[config.mk]
export PLATFORM = sky130hd
export DESIGN_NAME = fsmd_subset_gen
export DESIGN_NICKNAME = d
export VERILOG_FILES = /design/src/hdl/fsmd_subset_gen.sv
export SDC_FILE = /design/constraint.sdc
export NUM_CORES = 1
export LEC_CHECK = 0
export ABC_AREA = 1
export BUFFER_PORTS_ARGS = -buffer_cell sky130_fd_sc_hd__buf_2
export CAP_MARGIN = 20
export CORE_MARGIN = 5
export CORE_UTILIZATION = 60
export DETAILED_ROUTE_END_ITERATION = 12
export PLACE_DENSITY = 0.83
export SYNTH_ARGS = -nofsm -noshare
export SYNTH_HDL_FRONTEND = slang
export SYNTH_SLANG_ARGS = --single-unit
export TNS_END_PERCENT = 10
[constraint.sdc]
create_clock -name vclk -period 1.9
set_input_delay 0.095 -clock vclk [all_inputs]
set_output_delay 0.095 -clock vclk [all_outputs]
set_load 0.005 [all_outputs]
[src/hdl/fsmd_subset_gen.sv]
// ----------------------------------------------------------------------------
// fsmd_subset_gen: next subset of equal population
// Steps a site mask to the next larger mask with the same number of ones.
// ----------------------------------------------------------------------------
module fsmd_subset_gen #(
	parameter int SITES = 16
) (
	input  logic [SITES-1:0] mask,
	output logic [SITES:0]   next_mask
);
	logic [SITES:0] m;
	logic [SITES:0] low;
	logic [SITES:0] r;
	logic [SITES:0] ones;
	logic [SITES:0] sh;
	int unsigned    lz;

	// lowest set bit, ripple sum, then right-justify the changed ones
	always_comb begin
		m    = {1'b0, mask};
		low  = m & (~m + 1'b1);
		r    = m + low;
		ones = (r ^ m) >> 2;
		lz   = 0;
		for (int i = SITES; i >= 0; i--) begin
			if (low[i]) lz = i;
		end
		sh        = ones >> lz;
		next_mask = sh | r;
	end
endmodule

==> key figures, run 1 <==
Yosys
  • Avg Cell Area, Syn: 5.05 um2
  • Cell variety after synth: 32
  • Area share of the leading cell type in the synthesized netlist: 24.3%
  • Leading cell types by count after synthesis: 116 x sky130_fd_sc_hd__nand2_1, 51 x sky130_fd_sc_hd__nand3_1, 32 x sky130_fd_sc_hd__nor2_1
  • Syn nets: 371
  • Largest cells by area after synthesis: sky130_fd_sc_hd__nand2_1 24%, sky130_fd_sc_hd__nand3_1 14%, sky130_fd_sc_hd__nor2_1 6.7%
  • Cell area after technology mapping: 1790 um2
  • Register area share after synthesis: 0%
  • Leading cell type by number of instances after synthesis: sky130_fd_sc_hd__nand2_1
  • Cell count after synthesis: 355
  • Leading area contributor after synthesis: sky130_fd_sc_hd__nand2_1
  • Total number of yosys warnings: 0

Floorplan
  • # rows: 19
  • Die Span Y: 64.6 um
  • Top-Level Pins: 33
  • Initial core utilization: 63.9%
  • Die width: 64.6 um

Placement
  • Count of port buffers added during placement: 33
  • Weighted congestion at the end of routability-driven global placement: 0.985
  • Placed cell count: 504
  • HPWL after detailed placement: 7220 um

Run status
  • Stage where the flow stopped: 4_1_cts
  • Result of the run: stopped before the end
  • Run Error: [ERROR DPL-0038] Utilization greater than 100%, impossible to legalize

Clocking
  • Number of post-CTS setup repair buffers: 16
  • Number of gates resized after CTS: 70
  • Post-CTS Hold Buffers: 0
## stage by stage
step | worst slack (ps) | cell area (um2)
after floorplan | 102 | 1790
after detailed placement | -643 | 2640
after global placement | -442 | 2640
## logic make-up after synthesis
logic type             share of synthesized area (%)
AND/OR/NAND/NOR                                 68.7
buffers and inverters                           11.3
XOR/XNOR                                        3.91
AO/OA/AOI/OAI                                   16.1
==> run 2: changes to the inputs <==
CORE_UTILIZATION = 40   (was 60)
PLACE_DENSITY = not set   (was 0.83)
PLACE_DENSITY_LB_ADDON = 0.15   (was not set)
==> key figures, run 2 <==
Global routing
  • First-pass GRT wire length: 11300 um
  • GR Overflow Total: 0
  • Global router's overall resource usage: 22.0%
  • Maximum number of pins on one net before global-route repair: 20
  • Number of global-route vias before repair: 2566
  • Global-route track usage on met1: 29.0%
  • GRT met2 Usage: 39.4%
  • Global-route met3 utilization: 1.41%
  • Most Used Layer, Global Route: met2
  • Antenna violations before repair: 0

Setup path
  • Setup crit start kind: input port
  • Maximum fanout count along the critical path: 5
  • Worst Path Required: 1800 ps
  • Critical path data arrival time: 2160 ps
  • Nature of the critical path endpoint: output port
  • Type of the worst setup path: in -> out

Cells and area
  • Number of antenna cells inserted: 0
  • Multi-input combinational cell area: 1890 um2
  • Area of all sequential standard cells: 0 um2
  • Layout filler cell count: 376
  • Count of flip-flops and latches: 0
  • Final-layout clock buffer total: 0
  • Most frequent standard cell in the layout excluding fill and tap cells: sky130_fd_sc_hd__nand2_1
  • Fraction of layout instances using a drive strength above 1: 49.6%
  • Area added between synthesis and finish: 70.3%
  • Most frequent cells in the layout: 99 x sky130_fd_sc_hd__nand2_1, 93 x sky130_fd_sc_hd__buf_4, 35 x sky130_fd_sc_hd__nand3_1
  • Final net count: 494

STA
  • Relative max-transition margin: 74.6%
  • Maximum clock frequency: 444 MHz
  • Setup Viol. Count Final: 16
  • Period Utilization, post-route: 118%
  • Max Transition Viols Final: 0
  • Slew @ Worst Pin: 378 ps
  • Min Clock Period, post-route: 2250 ps
  • Setup slack of the critical path after layout: -351 ps
  • Final Hold Vio Count: 0
  • Post-route setup TNS: -4090 ps
  • Setup repair after global routing missed its margin: true

Job
  • Max-capacitance violation count: 0

Yosys
  • Register area share after synthesis: 0% (unchanged)
  • Avg Cell Area, Syn: 5.05 um2 (unchanged)
  • Largest cells by area after synthesis: sky130_fd_sc_hd__nand2_1 24%, sky130_fd_sc_hd__nand3_1 14%, sky130_fd_sc_hd__nor2_1 6.7%
  • Cell area after technology mapping: 1790 um2 (unchanged)
  • Leading cell type by number of instances after synthesis: sky130_fd_sc_hd__nand2_1
  • Cell variety after synth: 32 (unchanged)
  • Leading cell types by count after synthesis: 116 x sky130_fd_sc_hd__nand2_1, 51 x sky130_fd_sc_hd__nand3_1, 32 x sky130_fd_sc_hd__nor2_1
  • Area share of the leading cell type in the synthesized netlist: 24.3% (unchanged)
  • Cell count after synthesis: 355 (unchanged)
  • Total number of yosys warnings: 0 (unchanged)
  • Syn nets: 371 (unchanged)
  • Leading area contributor after synthesis: sky130_fd_sc_hd__nand2_1

Floorplan
  • Top-Level Pins: 33 (unchanged)
  • Die Span Y: 76.9 um (+19%)
  • Die width: 76.9 um (+19%)
  • # rows: 24 (+5)
  • Die Footprint: 5920 um2
  • Initial core utilization: 41.1% (-23 points)
  • Core Region: 4350 um2

Placement
  • Worst Setup Slack post-DPL: -435 ps (+208 ps)
  • Count of port buffers added during placement: 33 (unchanged)
  • Weighted congestion at the end of routability-driven global placement: 0.952 (-3.4%)
  • HPWL after detailed placement: 5760 um (-20%)

Run status
  • Result of the run: finished with violations
  • Violated checks: setup timing

Route
  • Count of TritonRoute iterations in the first routing pass: 5
  • Vias after detailed routing: 2834
  • Post-detailed-route via-to-cell ratio: 5.37
  • Antenna-violating nets left: 0
  • Violation count after the first detailed-routing iteration: 205
  • Average wire per cell in the routed design: 13.8 um
  • DRC violation count after routing: 0
  • Routed wire length: 7280 um

Hold path
  • Hold WC Path Type: in -> out

Power and ir drop
  • Leakage Power: 0.00170 uW
  • Power density of the placed cells: 173 nW/um2
  • Worst supply voltage drop on vdd: 0.000115 V

Clocking
  • Post-CTS Hold Buffers: 0 (unchanged)
==> run 2: metrics by stage <==
stage	hold WS, ps	std cells	util [%]	power (uW)	instance area (um2)
3_3_place_gp	600	522	61.2	458	2670
5_1_grt	631	528	70.1	576	3050
2_1_floorplan	287	355	-	245	1790
6_report	600	528	70.1	527	3050
4_1_cts	600	523	63.1	473	2750
3_5_place_dp	600	522	61.2	461	2670
==> run 2: worst max-delay path, cell delays in order <==
cell	delay (ps)
sky130_fd_sc_hd__buf_4	130
sky130_fd_sc_hd__nor2_4	160
sky130_fd_sc_hd__nand2_4	110
sky130_fd_sc_hd__nor2_4	140
sky130_fd_sc_hd__buf_12	130
sky130_fd_sc_hd__nand3_2	130
sky130_fd_sc_hd__a21oi_1	280
sky130_fd_sc_hd__a31oi_4	60
sky130_fd_sc_hd__nand4_1	190
sky130_fd_sc_hd__nand2_1	90
sky130_fd_sc_hd__inv_2	80
sky130_fd_sc_hd__nand3_2	90
sky130_fd_sc_hd__nor3_1	210
sky130_fd_sc_hd__a21oi_1	90
sky130_fd_sc_hd__nand2_1	70
sky130_fd_sc_hd__buf_2	100
==> run 2: logic make-up (layout without fill, tap and decap cells) <==
logic type / Yosys count / count (layout) / synth area share (%)
and+or+nand+nor: 249 / 249 / 68.7
AOI/OAI and AO/OA: 50 / 50 / 16.1
buffers and inverters: 48 / 169 / 11.3
xor gates and xnor gates: 8 / 8 / 3.91
==> run 2: final timing paths <==
kind / startpoint / to / depth (start not counted)
worst max-delay path: mask[0] / next_mask[6] / 16
worst min-delay path: mask[15] / next_mask[15] / 4
==> run 2: area by class of cell <==
type	instances	area share, %
repair buffers	128	30.8
inverters	41	5.21
well taps	52	2.13
multi-input cells	307	61.9
==> run 2: power by group <==
group | switching (uW) | total [uW] | internal (uW)
combinational | 295 | 527 | 233
clock | 0 | 0 | 0
sequential | 0 | 0 | 0
==> run 2: routing by layer <==
metal  share of wire, %  wire length (um)
met1                 41              2990
met2                 51              3710
met3                5.5               400
met4                2.5               181
met5                  0                 0
==> run 2: repair_timing <==
action | 4_1_cts | 5_1_grt
endpoints found under the setup margin | 17 | 17
setup buffers | 1 | 5
pin swaps | 9 | 24
gates resized for setup | 17 | 68
(Power assumes the default switching activity.)
